==> src/hdl/pcrl_pkg.sv <==
// shared types and constants for the per-client window rate limiter
package pcrl_pkg;

    localparam int unsigned DEPTH  = 64;
    localparam int unsigned IDX_W  = $clog2(DEPTH);
    localparam int unsigned KEY_W  = 32;
    localparam int unsigned TIME_W = 32;
    localparam int unsigned TOK_W  = 17;
    localparam int unsigned CNT_W  = 16;
    localparam int unsigned REG_W  = 2;

    localparam logic [IDX_W-1:0] LAST_IDX = IDX_W'(DEPTH - 1);

    localparam logic             RST_LIMIT_ENABLED = 1'b0;
    localparam logic [CNT_W-1:0] RST_REQUESTS      = 16'd100;
    localparam logic [CNT_W-1:0] RST_BURST         = 16'd0;
    localparam logic [CNT_W-1:0] RST_WINDOW        = 16'd60;

    typedef enum logic [REG_W-1:0] {
        REG_LIMIT_ENABLED = 2'd0,
        REG_REQUESTS      = 2'd1,
        REG_BURST         = 2'd2,
        REG_WINDOW        = 2'd3
    } reg_idx_t;

    typedef struct packed {
        logic [KEY_W-1:0]  client_key;
        logic [TIME_W-1:0] now_seconds;
    } req_t;

    typedef struct packed {
        logic             allowed;
        logic [CNT_W-1:0] retry_secs;
    } rsp_t;

    typedef struct packed {
        logic              valid;
        logic [KEY_W-1:0]  key;
        logic [TOK_W-1:0]  tokens;
        logic [TIME_W-1:0] win_begin;
    } entry_t;

    typedef struct packed {
        logic             limit_enabled;
        logic [CNT_W-1:0] requests_per_window;
        logic [CNT_W-1:0] burst_allowance;
        logic [CNT_W-1:0] window_seconds;
    } cfg_t;

endpackage

==> src/hdl/per_client_window_rate_limiter_unit.sv <==
// per-client fixed-window rate limiter: config registers, bucket ring, sequencer
//
//  channel   direction  handshake           beat
//  in        sink       in_valid/in_stall   in_data (client_key, now_seconds)
//  out       source     out_valid/out_stall out_data (allowed, retry_secs)
//  cfg       sink       cfg_valid/cfg_ready cfg_index, cfg_data
//
//  disabled or zero capacity: the verdict is set at the input beat and the result is
//  registered from the finish state; otherwise one turn of the bucket ring to look up
//  the key, then rotating on to the chosen bucket; one request in flight at a time
//  a new request is taken while a finished result still waits on out_stall
//  rst_n clears all bucket valid bits and the victim pointer at once, no sweep
module per_client_window_rate_limiter_unit (
    input  logic                          clk,
    input  logic                          rst_n,
    input  logic                          in_valid,
    output logic                          in_stall,
    input  pcrl_pkg::req_t                in_data,
    output logic                          out_valid,
    input  logic                          out_stall,
    output pcrl_pkg::rsp_t                out_data,
    input  logic                          cfg_valid,
    output logic                          cfg_ready,
    input  logic [pcrl_pkg::REG_W-1:0]    cfg_index,
    input  logic [pcrl_pkg::CNT_W-1:0]    cfg_data
);

    pcrl_pkg::cfg_t   cfg_reg;
    pcrl_pkg::entry_t ring [pcrl_pkg::DEPTH];
    pcrl_pkg::entry_t tail;
    logic             shift;

    assign cfg_ready = 1'b1;

    always_ff @(posedge clk or negedge rst_n)
    begin
        if (!rst_n)
        begin
            cfg_reg.limit_enabled       <= pcrl_pkg::RST_LIMIT_ENABLED;
            cfg_reg.requests_per_window <= pcrl_pkg::RST_REQUESTS;
            cfg_reg.burst_allowance     <= pcrl_pkg::RST_BURST;
            cfg_reg.window_seconds      <= pcrl_pkg::RST_WINDOW;
        end
        else if (cfg_valid && cfg_ready)
        begin
            case (cfg_index)
                pcrl_pkg::REG_LIMIT_ENABLED: cfg_reg.limit_enabled       <= cfg_data[0];
                pcrl_pkg::REG_REQUESTS:      cfg_reg.requests_per_window <= cfg_data;
                pcrl_pkg::REG_BURST:         cfg_reg.burst_allowance     <= cfg_data;
                pcrl_pkg::REG_WINDOW:        cfg_reg.window_seconds      <= cfg_data;
                default:                     cfg_reg <= cfg_reg;
            endcase
        end
    end

    // ring of buckets: each cell loads from the next one, the last from the sequencer
    for (genvar g = 0; g < pcrl_pkg::DEPTH; g++)
    begin : g_cell
        if (g == pcrl_pkg::DEPTH - 1)
        begin : g_last
            pcrl_cell u_cell (
                .clk     (clk),
                .rst_n   (rst_n),
                .shift   (shift),
                .ent_in  (tail),
                .ent_out (ring[g])
            );
        end
        else
        begin : g_mid
            pcrl_cell u_cell (
                .clk     (clk),
                .rst_n   (rst_n),
                .shift   (shift),
                .ent_in  (ring[g+1]),
                .ent_out (ring[g])
            );
        end
    end

    pcrl_ctrl u_ctrl (
        .clk       (clk),
        .rst_n     (rst_n),
        .cfg       (cfg_reg),
        .in_valid  (in_valid),
        .in_stall  (in_stall),
        .in_data   (in_data),
        .out_valid (out_valid),
        .out_stall (out_stall),
        .out_data  (out_data),
        .head      (ring[0]),
        .tail      (tail),
        .shift     (shift)
    );

endmodule

==> src/hdl/pcrl_cell.sv <==
// one bucket of the rotating table, passes its entry to the neighbor on shift
module pcrl_cell (
    input  logic             clk,
    input  logic             rst_n,
    input  logic             shift,
    input  pcrl_pkg::entry_t ent_in,
    output pcrl_pkg::entry_t ent_out
);

    logic                           valid_reg;
    logic [pcrl_pkg::KEY_W-1:0]     key_reg;
    logic [pcrl_pkg::TOK_W-1:0]     tokens_reg;
    logic [pcrl_pkg::TIME_W-1:0]    start_reg;

    always_ff @(posedge clk or negedge rst_n)
    begin
        if (!rst_n)
        begin
            valid_reg <= 1'b0;
        end
        else if (shift)
        begin
            valid_reg <= ent_in.valid;
        end
    end

    always_ff @(posedge clk)
    begin
        if (shift)
        begin
            key_reg    <= ent_in.key;
            tokens_reg <= ent_in.tokens;
            start_reg  <= ent_in.win_begin;
        end
    end

    assign ent_out = '{valid: valid_reg, key: key_reg, tokens: tokens_reg,
                       win_begin: start_reg};

endmodule

==> src/hdl/pcrl_ctrl.sv <==
// sequencer: walks the ring, picks the bucket, applies the window update
module pcrl_ctrl (
    input  logic             clk,
    input  logic             rst_n,
    input  pcrl_pkg::cfg_t   cfg,
    input  logic             in_valid,
    output logic             in_stall,
    input  pcrl_pkg::req_t   in_data,
    output logic             out_valid,
    input  logic             out_stall,
    output pcrl_pkg::rsp_t   out_data,
    input  pcrl_pkg::entry_t head,
    output pcrl_pkg::entry_t tail,
    output logic             shift
);

    typedef enum logic [2:0] {
        S_IDLE,
        S_SEARCH,
        S_PICK,
        S_SEEK,
        S_APPLY,
        S_FINISH
    } state_t;

    state_t                       state_reg, state_next;
    logic                         out_valid_reg, out_valid_next;
    pcrl_pkg::rsp_t               out_data_reg, out_data_next;
    logic [pcrl_pkg::IDX_W-1:0]   head_idx_reg, head_idx_next;
    logic [pcrl_pkg::IDX_W-1:0]   step_reg, step_next;
    logic [pcrl_pkg::IDX_W-1:0]   victim_reg, victim_next;
    logic                         hit_reg, hit_next;
    logic [pcrl_pkg::IDX_W-1:0]   hit_idx_reg, hit_idx_next;
    logic                         free_reg, free_next;
    logic [pcrl_pkg::IDX_W-1:0]   free_idx_reg, free_idx_next;
    logic [pcrl_pkg::IDX_W-1:0]   target_reg, target_next;
    logic                         insert_reg, insert_next;

    pcrl_pkg::req_t               req_reg, req_next;
    logic [pcrl_pkg::TOK_W-1:0]   cap_reg, cap_next;
    pcrl_pkg::rsp_t               pend_reg, pend_next;

    logic                         accept;
    logic [pcrl_pkg::TOK_W-1:0]   cap_in;
    logic [pcrl_pkg::IDX_W-1:0]   head_idx_inc;
    logic [pcrl_pkg::IDX_W-1:0]   victim_inc;
    logic                         key_hit;

    pcrl_pkg::entry_t             cur;
    logic [pcrl_pkg::TIME_W-1:0]  elapsed;
    logic                         expired;
    logic [pcrl_pkg::TOK_W-1:0]   tok_now;
    logic [pcrl_pkg::TIME_W-1:0]  start_now;
    logic [pcrl_pkg::CNT_W-1:0]   elapsed_now;
    pcrl_pkg::entry_t             updated;
    pcrl_pkg::rsp_t               verdict;

    assign in_stall  = (state_reg != S_IDLE);
    assign accept    = in_valid && !in_stall;
    assign out_valid = out_valid_reg;
    assign out_data  = out_data_reg;

    assign cap_in = {1'b0, cfg.requests_per_window} + {1'b0, cfg.burst_allowance};

    assign head_idx_inc = (head_idx_reg == pcrl_pkg::LAST_IDX) ? '0 : head_idx_reg + 1'b1;
    assign victim_inc   = (victim_reg == pcrl_pkg::LAST_IDX) ? '0 : victim_reg + 1'b1;
    assign key_hit      = head.valid && (head.key == req_reg.client_key);

    // bucket update for the entry at the head, or a fresh one on insert
    always_comb
    begin
        if (insert_reg)
        begin
            cur = '{valid: 1'b1, key: req_reg.client_key, tokens: cap_reg,
                    win_begin: req_reg.now_seconds};
        end
        else
        begin
            cur = head;
        end
        elapsed = req_reg.now_seconds - cur.win_begin;
        expired = (elapsed >= {{(pcrl_pkg::TIME_W - pcrl_pkg::CNT_W){1'b0}},
                               cfg.window_seconds});
        tok_now     = expired ? cap_reg : cur.tokens;
        start_now   = expired ? req_reg.now_seconds : cur.win_begin;
        elapsed_now = expired ? '0 : elapsed[pcrl_pkg::CNT_W-1:0];
        updated     = cur;
        updated.win_begin = start_now;
        if (tok_now != '0)
        begin
            updated.tokens = tok_now - 1'b1;
            verdict = '{allowed: 1'b1, retry_secs: '0};
        end
        else
        begin
            updated.tokens = tok_now;
            verdict = '{allowed: 1'b0, retry_secs: cfg.window_seconds - elapsed_now};
        end
    end

    always_comb
    begin
        state_next     = state_reg;
        out_valid_next = out_valid_reg;
        out_data_next  = out_data_reg;
        head_idx_next  = head_idx_reg;
        step_next      = step_reg;
        victim_next    = victim_reg;
        hit_next       = hit_reg;
        hit_idx_next   = hit_idx_reg;
        free_next      = free_reg;
        free_idx_next  = free_idx_reg;
        target_next    = target_reg;
        insert_next    = insert_reg;
        req_next       = req_reg;
        cap_next       = cap_reg;
        pend_next      = pend_reg;
        shift          = 1'b0;
        tail           = head;

        if (out_valid_reg && !out_stall)
        begin
            out_valid_next = 1'b0;
        end

        case (state_reg)
            S_IDLE:
            begin
                if (accept)
                begin
                    req_next  = in_data;
                    cap_next  = cap_in;
                    step_next = '0;
                    hit_next  = 1'b0;
                    free_next = 1'b0;
                    if (!cfg.limit_enabled)
                    begin
                        pend_next  = '{allowed: 1'b1, retry_secs: '0};
                        state_next = S_FINISH;
                    end
                    else if (cap_in == '0)
                    begin
                        pend_next  = '{allowed: 1'b0, retry_secs: cfg.window_seconds};
                        state_next = S_FINISH;
                    end
                    else
                    begin
                        state_next = S_SEARCH;
                    end
                end
            end
            S_SEARCH:
            begin
                // one full turn of the ring, looking at each bucket at the head
                shift         = 1'b1;
                head_idx_next = head_idx_inc;
                step_next     = step_reg + 1'b1;
                if (key_hit)
                begin
                    hit_next     = 1'b1;
                    hit_idx_next = head_idx_reg;
                end
                if (!head.valid && (!free_reg || (head_idx_reg < free_idx_reg)))
                begin
                    free_next     = 1'b1;
                    free_idx_next = head_idx_reg;
                end
                if (step_reg == pcrl_pkg::LAST_IDX)
                begin
                    state_next = S_PICK;
                end
            end
            S_PICK:
            begin
                insert_next = !hit_reg;
                if (hit_reg)
                begin
                    target_next = hit_idx_reg;
                end
                else if (free_reg)
                begin
                    target_next = free_idx_reg;
                end
                else
                begin
                    target_next = victim_reg;
                    victim_next = victim_inc;
                end
                state_next = S_SEEK;
            end
            S_SEEK:
            begin
                if (head_idx_reg == target_reg)
                begin
                    state_next = S_APPLY;
                end
                else
                begin
                    shift         = 1'b1;
                    head_idx_next = head_idx_inc;
                end
            end
            S_APPLY:
            begin
                // updated bucket goes in at the tail as the head moves on
                shift         = 1'b1;
                tail          = updated;
                head_idx_next = head_idx_inc;
                pend_next     = verdict;
                state_next    = S_FINISH;
            end
            S_FINISH:
            begin
                if (!out_valid_reg || !out_stall)
                begin
                    out_valid_next = 1'b1;
                    out_data_next  = pend_reg;
                    state_next     = S_IDLE;
                end
            end
            default:
            begin
                state_next = S_IDLE;
            end
        endcase
    end

    always_ff @(posedge clk or negedge rst_n)
    begin
        if (!rst_n)
        begin
            state_reg     <= S_IDLE;
            out_valid_reg <= 1'b0;
            out_data_reg  <= '0;
            head_idx_reg  <= '0;
            step_reg      <= '0;
            victim_reg    <= '0;
            hit_reg       <= 1'b0;
            hit_idx_reg   <= '0;
            free_reg      <= 1'b0;
            free_idx_reg  <= '0;
            target_reg    <= '0;
            insert_reg    <= 1'b0;
        end
        else
        begin
            state_reg     <= state_next;
            out_valid_reg <= out_valid_next;
            out_data_reg  <= out_data_next;
            head_idx_reg  <= head_idx_next;
            step_reg      <= step_next;
            victim_reg    <= victim_next;
            hit_reg       <= hit_next;
            hit_idx_reg   <= hit_idx_next;
            free_reg      <= free_next;
            free_idx_reg  <= free_idx_next;
            target_reg    <= target_next;
            insert_reg    <= insert_next;
        end
    end

    always_ff @(posedge clk)
    begin
        req_reg  <= req_next;
        cap_reg  <= cap_next;
        pend_reg <= pend_next;
    end

`ifndef SYNTH
    a_accept_leaves_idle: assert property (@(posedge clk) disable iff (!rst_n)
        accept |=> state_reg != S_IDLE)
        else $error("accepted beat did not start work");

    a_apply_at_target: assert property (@(posedge clk) disable iff (!rst_n)
        state_reg == S_APPLY |-> head_idx_reg == target_reg)
        else $error("bucket update away from the chosen slot");

    a_insert_only_on_miss: assert property (@(posedge clk) disable iff (!rst_n)
        state_reg == S_APPLY |-> insert_reg == !hit_reg)
        else $error("insert decision disagrees with key search");

    a_finish_delivers: assert property (@(posedge clk) disable iff (!rst_n)
        state_reg == S_FINISH && !(out_valid_reg && out_stall)
        |=> out_valid_reg && state_reg == S_IDLE)
        else $error("result not loaded when output was free");

    a_head_in_range: assert property (@(posedge clk) disable iff (!rst_n)
        head_idx_reg <= pcrl_pkg::LAST_IDX && victim_reg <= pcrl_pkg::LAST_IDX)
        else $error("ring index out of range");
`endif

endmodule

==> config.mk <==
export PLATFORM = sky130hd
export DESIGN_NAME = per_client_window_rate_limiter_unit
export DESIGN_NICKNAME = d
export VERILOG_FILES = /design/src/hdl/pcrl_pkg.sv /design/src/hdl/per_client_window_rate_limiter_unit.sv /design/src/hdl/pcrl_cell.sv /design/src/hdl/pcrl_ctrl.sv
export SDC_FILE = /design/constraint.sdc
export NUM_CORES = 2
export LEC_CHECK = 0
export BUFFER_PORTS_ARGS = -buffer_cell sky130_fd_sc_hd__buf_2
export CORE_AREA = 2 2 775 777
export DETAILED_ROUTE_END_ITERATION = 12
export DIE_AREA = 0 0 777 779
export GPL_TIMING_DRIVEN = 0
export SETUP_SLACK_MARGIN = 0.3
export SLEW_MARGIN = 40
export SYNTH_ARGS = -nofsm -noshare
export SYNTH_HDL_FRONTEND = slang
export SYNTH_SLANG_ARGS = --single-unit
==> constraint.sdc <==
create_clock -name clk -period 147.5 [get_ports clk]
set_input_delay 29.5 -clock clk [delete_from_list [all_inputs] [get_ports clk]]
set_output_delay 29.5 -clock clk [all_outputs]
set_load 0.02 [all_outputs]
## Word-level counts from Yosys, hierarchy flattened

Index checks and enable logic that the tools add are counted.

- Flip-flop bits (word level): 5455
- Input port bits: 87
- Word-level logic and storage cells: 382

- Add/sub/neg operators: 7
- $lt $le $gt $ge: 2
- Equality and inequality tests: 21
- Multiplexer cells: 36
- Bitwise logic cells: 2
- Reduce and logical (&&, ||, !) cells: 36

Operator list:

| kind | number |
|---|---|
| $mux 82 | 2 |
| $mux 17 | 6 |
| $mux 6 | 6 |
| $pmux 17 s2 | 1 |
| $eq 32x32->1 | 1 |
| $ge 32x16->1 | 1 |
| $mux 32 | 1 |
| $sub 32x32->32 | 1 |
| $pmux 6 s2 | 2 |
| $reduce_and 2->1 | 10 |
| $add 6x1->6 const B | 3 |
| $eq 6x6->1 const B | 3 |
| $mux 3 | 6 |
| $pmux 3 s6 | 1 |
| $add 16x16->17 | 1 |
| $logic_not 17->1 | 1 |
| $reduce_bool 17->1 | 1 |
| $sub 17x1->17 const B | 1 |
| $mux 16 | 1 |
| $sub 16x16->16 | 1 |
| $ne 2x1->1 const B | 6 |
| $reduce_and 3->1 | 4 |
| $mux 1 | 7 |
| $eq 3x2->1 const B | 2 |
| 19 further kinds | 35 |

## Logic depth before layout (Yosys ltp)

- Depth in word-level cells: 7
- Mapped depth: 36

## Cells and area by module

From an unflattened synthesis, not the netlist that was laid out.

- Cells, all modules: 6733
- Area, all modules: 172843.3 um^2

By module, submodules not included:

| module | times used | cells an instance | area each (um^2) | seq. area each (um^2) |
|---|---|---|---|---|
| pcrl_cell | 64 | 84 | 2479.9 | 2457.4 |
| pcrl_ctrl | 1 | 1250 | 12121.6 | 4444.3 |
| per_client_window_rate_limiter_unit | 1 | 107 | 2009.4 | 1234.9 |

## Least setup slack after synthesis

Ideal clock, no wire load.

- Kind: register to register
- Start: reg u_ctrl.state_reg[0]
- End: reg u_ctrl.head_idx_reg[2] in the netlist's numbering
- Setup time: 267 ps
- Data arrival time: 107523 ps
- Required time: 147233 ps
- Path slack: 39710 ps
- Cell stages (with the launch flop): 9
- Path buffers: 2
- Period minus slack after synthesis: 107790 ps
- Cell sequence: dfrtp_1 > clkbuf_1 > nor2b_1 > nand2b_1 > and3_1 > clkbuf_1 > inv_1 > nand2_1 > xnor2_1

- Longest elaborated chain between the ends: 4

Ends and longest elaborated chain:

| what | line | source |
|---|---|---|
| start, declared | pcrl_ctrl.sv:26 | `state_t state_reg, state_next;` |
| start signal, assigned | pcrl_ctrl.sv:247 | `state_reg <= state_next;` |
| $eq 3x3->1 or $eq 3x1->1 (tied branches) | pcrl_ctrl.sv:126 | `case (state_reg)` |
| $reduce_or 2->1 (no source line) | - |  |
| $reduce_bool 2->1 (no source line) | - |  |
| $reduce_and 2->1 (no source line) | - |  |
| end signal, assigned | pcrl_ctrl.sv:250 | `head_idx_reg <= head_idx_next;` |
| end, declared | pcrl_ctrl.sv:29 | `logic [pcrl_pkg::IDX_W-1:0] head_idx_reg, head_idx_next;` |

Parallel ways exist; a longest one is shown, timed or not.
A chain may end at the register's enable or synchronous reset.

## Worst setup path in the final report

- Start: reg u_ctrl.state_reg[2]
- End: out in_stall

- Longest elaborated chain between the ends: 1

Ends and longest elaborated chain:

| what | line | source |
|---|---|---|
| $reduce_bool 3->1 | pcrl_ctrl.sv:58 | `assign in_stall = (state_reg != S_IDLE);` |
| end, declared | per_client_window_rate_limiter_unit.sv:17 | `output logic in_stall,` |

No other way between the ends.

==> impl_summary.md <==
Final layout
The area of combinational cells with multiple inputs is 9140 sq um. In the final layout, flip-flops and latches occupy 163000 sq um. The count of nets after finishing is 7602. After filler insertion, the fill cell instance count of the layout stands at 54390. Cells with a size suffix above 1 make up 14.27% of the layout. The relative area change from synthesis to final layout is 16.32%.

The share of the core filled with cells is 33.63%.

Logic synthesis
The number of warnings issued by yosys is 0. A synthesized cell averages 25.50 sq um. Synthesis inferred 5455 register bits.

By area the synthesized netlist is led by sky130_fd_sc_hd__edfxtp_1, sky130_fd_sc_hd__dfrtp_1, sky130_fd_sc_hd__mux2_2, sky130_fd_sc_hd__ha_1, sky130_fd_sc_hd__xnor2_1. Counting distinct cell types in the post-synthesis netlist gives 74. The net count after synthesis is 6946. sky130_fd_sc_hd__edfxtp_1 is the most common cell in the netlist. The area share of the largest cell type after synthesis is 91.97%. By count the netlist is led by sky130_fd_sc_hd__edfxtp_1, sky130_fd_sc_hd__mux2_2, sky130_fd_sc_hd__dfrtp_1. Among all flip-flop cells after synthesis, the most frequent one is sky130_fd_sc_hd__edfxtp_1.

Of the synthesized area, sequential elements account for 94.48%. The synthesized design contains 5282 enable-type register cells. The netlist area before placement is 172500 sq um. The share of async-settable or async-resettable flops after synthesis is 3.171%.

Counting every instance in the synthesized netlist gives 6764. The library cell with the largest summed area after synthesis is sky130_fd_sc_hd__edfxtp_1.

Critical path
The category of the worst setup path capture point is a primary output. The critical-path maximum fanout is 10. The critical path in this run is classified as reg2out.

At the worst endpoint, the required time is 118.00 ns. The worst setup path is launched from a register. At the worst endpoint, the arrival time is 2.29 ns.

Clocking
The TritonCTS clock tree is yes. Buffers inserted during clock tree synthesis total 479. The clock-pin slew reported for the worst setup and hold paths after clock tree synthesis is 0.06 ns.

In this run the clock root is driven by a sky130_fd_sc_hd__clkbuf_16. The number of sinks handled by clock tree synthesis is 5455. The clock reaches the later pin of the worst-skew pair after 1.04 ns. The post-cts resize count is 0. The post-CTS repair timing setup buffer count is 0. The number of H-tree branching levels is 5. The number of hold buffers added after CTS was 0. The worst-case clock buffer depth is 4.

STA
Setup repair after global routing left no endpoint under its margin. At the pin with the least slew margin, the transition time is 0.7353 ns. The achievable frequency is 0.03145 GHz.

The max-slew violation total from the final report is 0. The part of the cycle the worst path needs is 21.56%. The worst slew margin relative to its limit is 50.93%. Between clock sinks in the finished design, the worst skew comes to 0.1314 ns. The final number of hold-violating endpoints is 0. Subtracting the final worst setup slack from the clock period gives 31.79 ns. The final-layout setup total negative slack is 0 ns.

The total of endpoints with negative setup slack in the final report is 0.

Detailed routing
The first detailed-routing pass took 6 iterations. The routed length per instance is 15.69 um. The count of nets left with antenna violations once routing finished came out at 0. The number of vias per cell after detailed routing is 3.973. In the routed design, unresolved DRC markers number 0. The number of violations reported at the end of detailed-routing iteration 0 is 5773.

The final route contains 62430 vias. The total wire length is 246500 um.

Global routing
In the global route stage, met1 resource usage came out at 11.18%. The most utilized layer in the global route result is met2. The first global-routing pass estimated 376900 um of wire. The met2 track utilization from global routing is 11.53%.

The total overflow left after global routing is 0. The initial antenna violation count is 33. The met3 track demand over resource is 1.909%. Entering global routing, the biggest net connects 99 pins. The via count of the first global-routing pass is 62190. Global routing used 7.781% of the available tracks.

Floorplan
The width of the die is 777 um. The initial core utilization is 28.91%. Pin placement for this block handled 107 I/O pins. The floorplan step defined a core boundary enclosing 596600 sq um. Row generation in the floorplan step produced 284 rows. The height of the chip is 779 um.

The full die area is 605300 sq um.

Job
Across the run, the number of max-cap violations was 0.

Outcome
The flow ran to the end, and the final reports show no timing, DRC or antenna violations.

Min path
The kind of path behind the tightest hold check is reg2reg.

Power and ir drop
The static leakage is 66.27 nW. The largest voltage drop on the vdd net is 0.02067 mV. The total power density per cell area is 25.78 nW/um^2.

Placed design
The estimated wirelength of the detail-placed design is 133200 um. At the end of routability-driven placement, the weighted congestion stood at 0.7862. During placement, the flow inserted port buffers numbering 105.
[routing by layer]
layer / routed length [um] / up-vias / part of all wire, %
met2: 109200 / 1071 / 44
met3: 12480 / 509 / 5.1
met1: 117100 / 32330 / 48
met4: 7604 / 10 / 3.1
met5: 68 / - / 0.028
li1: - / 28510 / -
[cell type report]
cell class / count / share of cell area [%]
clock buffer: 580 / 6.205
buffer: 62 / 0.1335
sequential: 5455 / 81.23
clock inverter: 308 / 1.639
timing repair buffer: 175 / 1.209
multi-input combinational: 1198 / 4.556
tap: 7865 / 4.905
antenna: 22 / 0.02744
inverter: 49 / 0.09917
[where the power goes]
group	total, mW	switching (mW)	internal, mW	leakage, nW
sequential	3.23	0.250	2.98	53.5
clock	1.23	0.544	0.691	7.60
combinational	0.710	0.544	0.166	5.20
[final timing paths]
| kind | start | to | slack (ns) | depth (start not counted) |
|---|---|---|---|---|
| min | g_cell[46].g_mid.u_cell.tokens_reg[0] | g_cell[45].g_mid.u_cell.tokens_reg[0] | 0.33 | 0 |
| max reg2reg | u_ctrl.insert_reg | u_ctrl.pend_reg[15] | 138.01 | 34 |
| max in group asynchronous | rst_n | cfg_reg[45] | 118.03 | 3 |
| min reg2reg | g_cell[46].g_mid.u_cell.tokens_reg[0] | g_cell[45].g_mid.u_cell.tokens_reg[0] | 0.33 | 0 |
| max | u_ctrl.state_reg[2] | in_stall | 115.71 | 4 |
| min in group asynchronous | rst_n | g_cell[28].g_mid.u_cell.valid_reg | 28.45 | 1 |
[worst max-delay path: stages (launching register included)]
cell,delay [ns]
sky130_fd_sc_hd__dfrtp_1,0.45
sky130_fd_sc_hd__clkbuf_1,0.34
sky130_fd_sc_hd__nor3_1,0.13
sky130_fd_sc_hd__inv_1,0.08
sky130_fd_sc_hd__buf_2,0.26
[through the flow]
stage	instance area [sq um]	worst slack, ns	hold WS, ns	instances	power, mW
2_1_floorplan	172500	39.71	0.4003	6764	7.904
3_3_place_gp	182800	14.56	0.4008	14730	8.050
3_5_place_dp	184800	115.83	0.4045	14800	3.971
4_1_cts	200600	115.53	0.3280	15690	5.263
5_1_grt	200600	115.47	0.3375	15710	5.449
6_report	200600	115.71	0.3285	15710	5.173
[logic make-up (layout without fill, tap and decap cells)]
| family | Yosys count | after routing | synth area share, % |
|---|---|---|---|
| other | 1 | 23 | 0.002174 |
| buffers and inverters | 111 | 1174 | 0.2568 |
| xor gates and xnor gates | 94 | 94 | 0.4774 |
| adders and majority gates | 95 | 95 | 0.7023 |
| muxes | 256 | 256 | 1.637 |
| AOI/OAI and AO/OA | 321 | 321 | 1.169 |
| and+or+nand+nor | 431 | 431 | 1.271 |
| DFF | 5455 | 5455 | 94.48 |
[cell usage in the layout (no fill, tap or decap), drive strengths merged, types with 8 or more instances in the layout]
cell type	instances
a21oi	84
nor2	84
xor2	29
and3	13
a31oi	19
nor4	19
bufinv	49
clkinv	220
dfrtp	166
edfxtp	5282
o21ai	100
a211oi	9
nand2	123
buf	188
a21o	30
or3	21
ha	92
inv	67
nor2b	17
o31ai	8
nand2b	13
o21a	11
mux2i	47
nor3	31
or4	11
diode	22
xnor2	65
clkbuf	629
nand4	23
mux2	209
clkinvlp	21
nand3	39
Power figures use the tool's default switching activity.
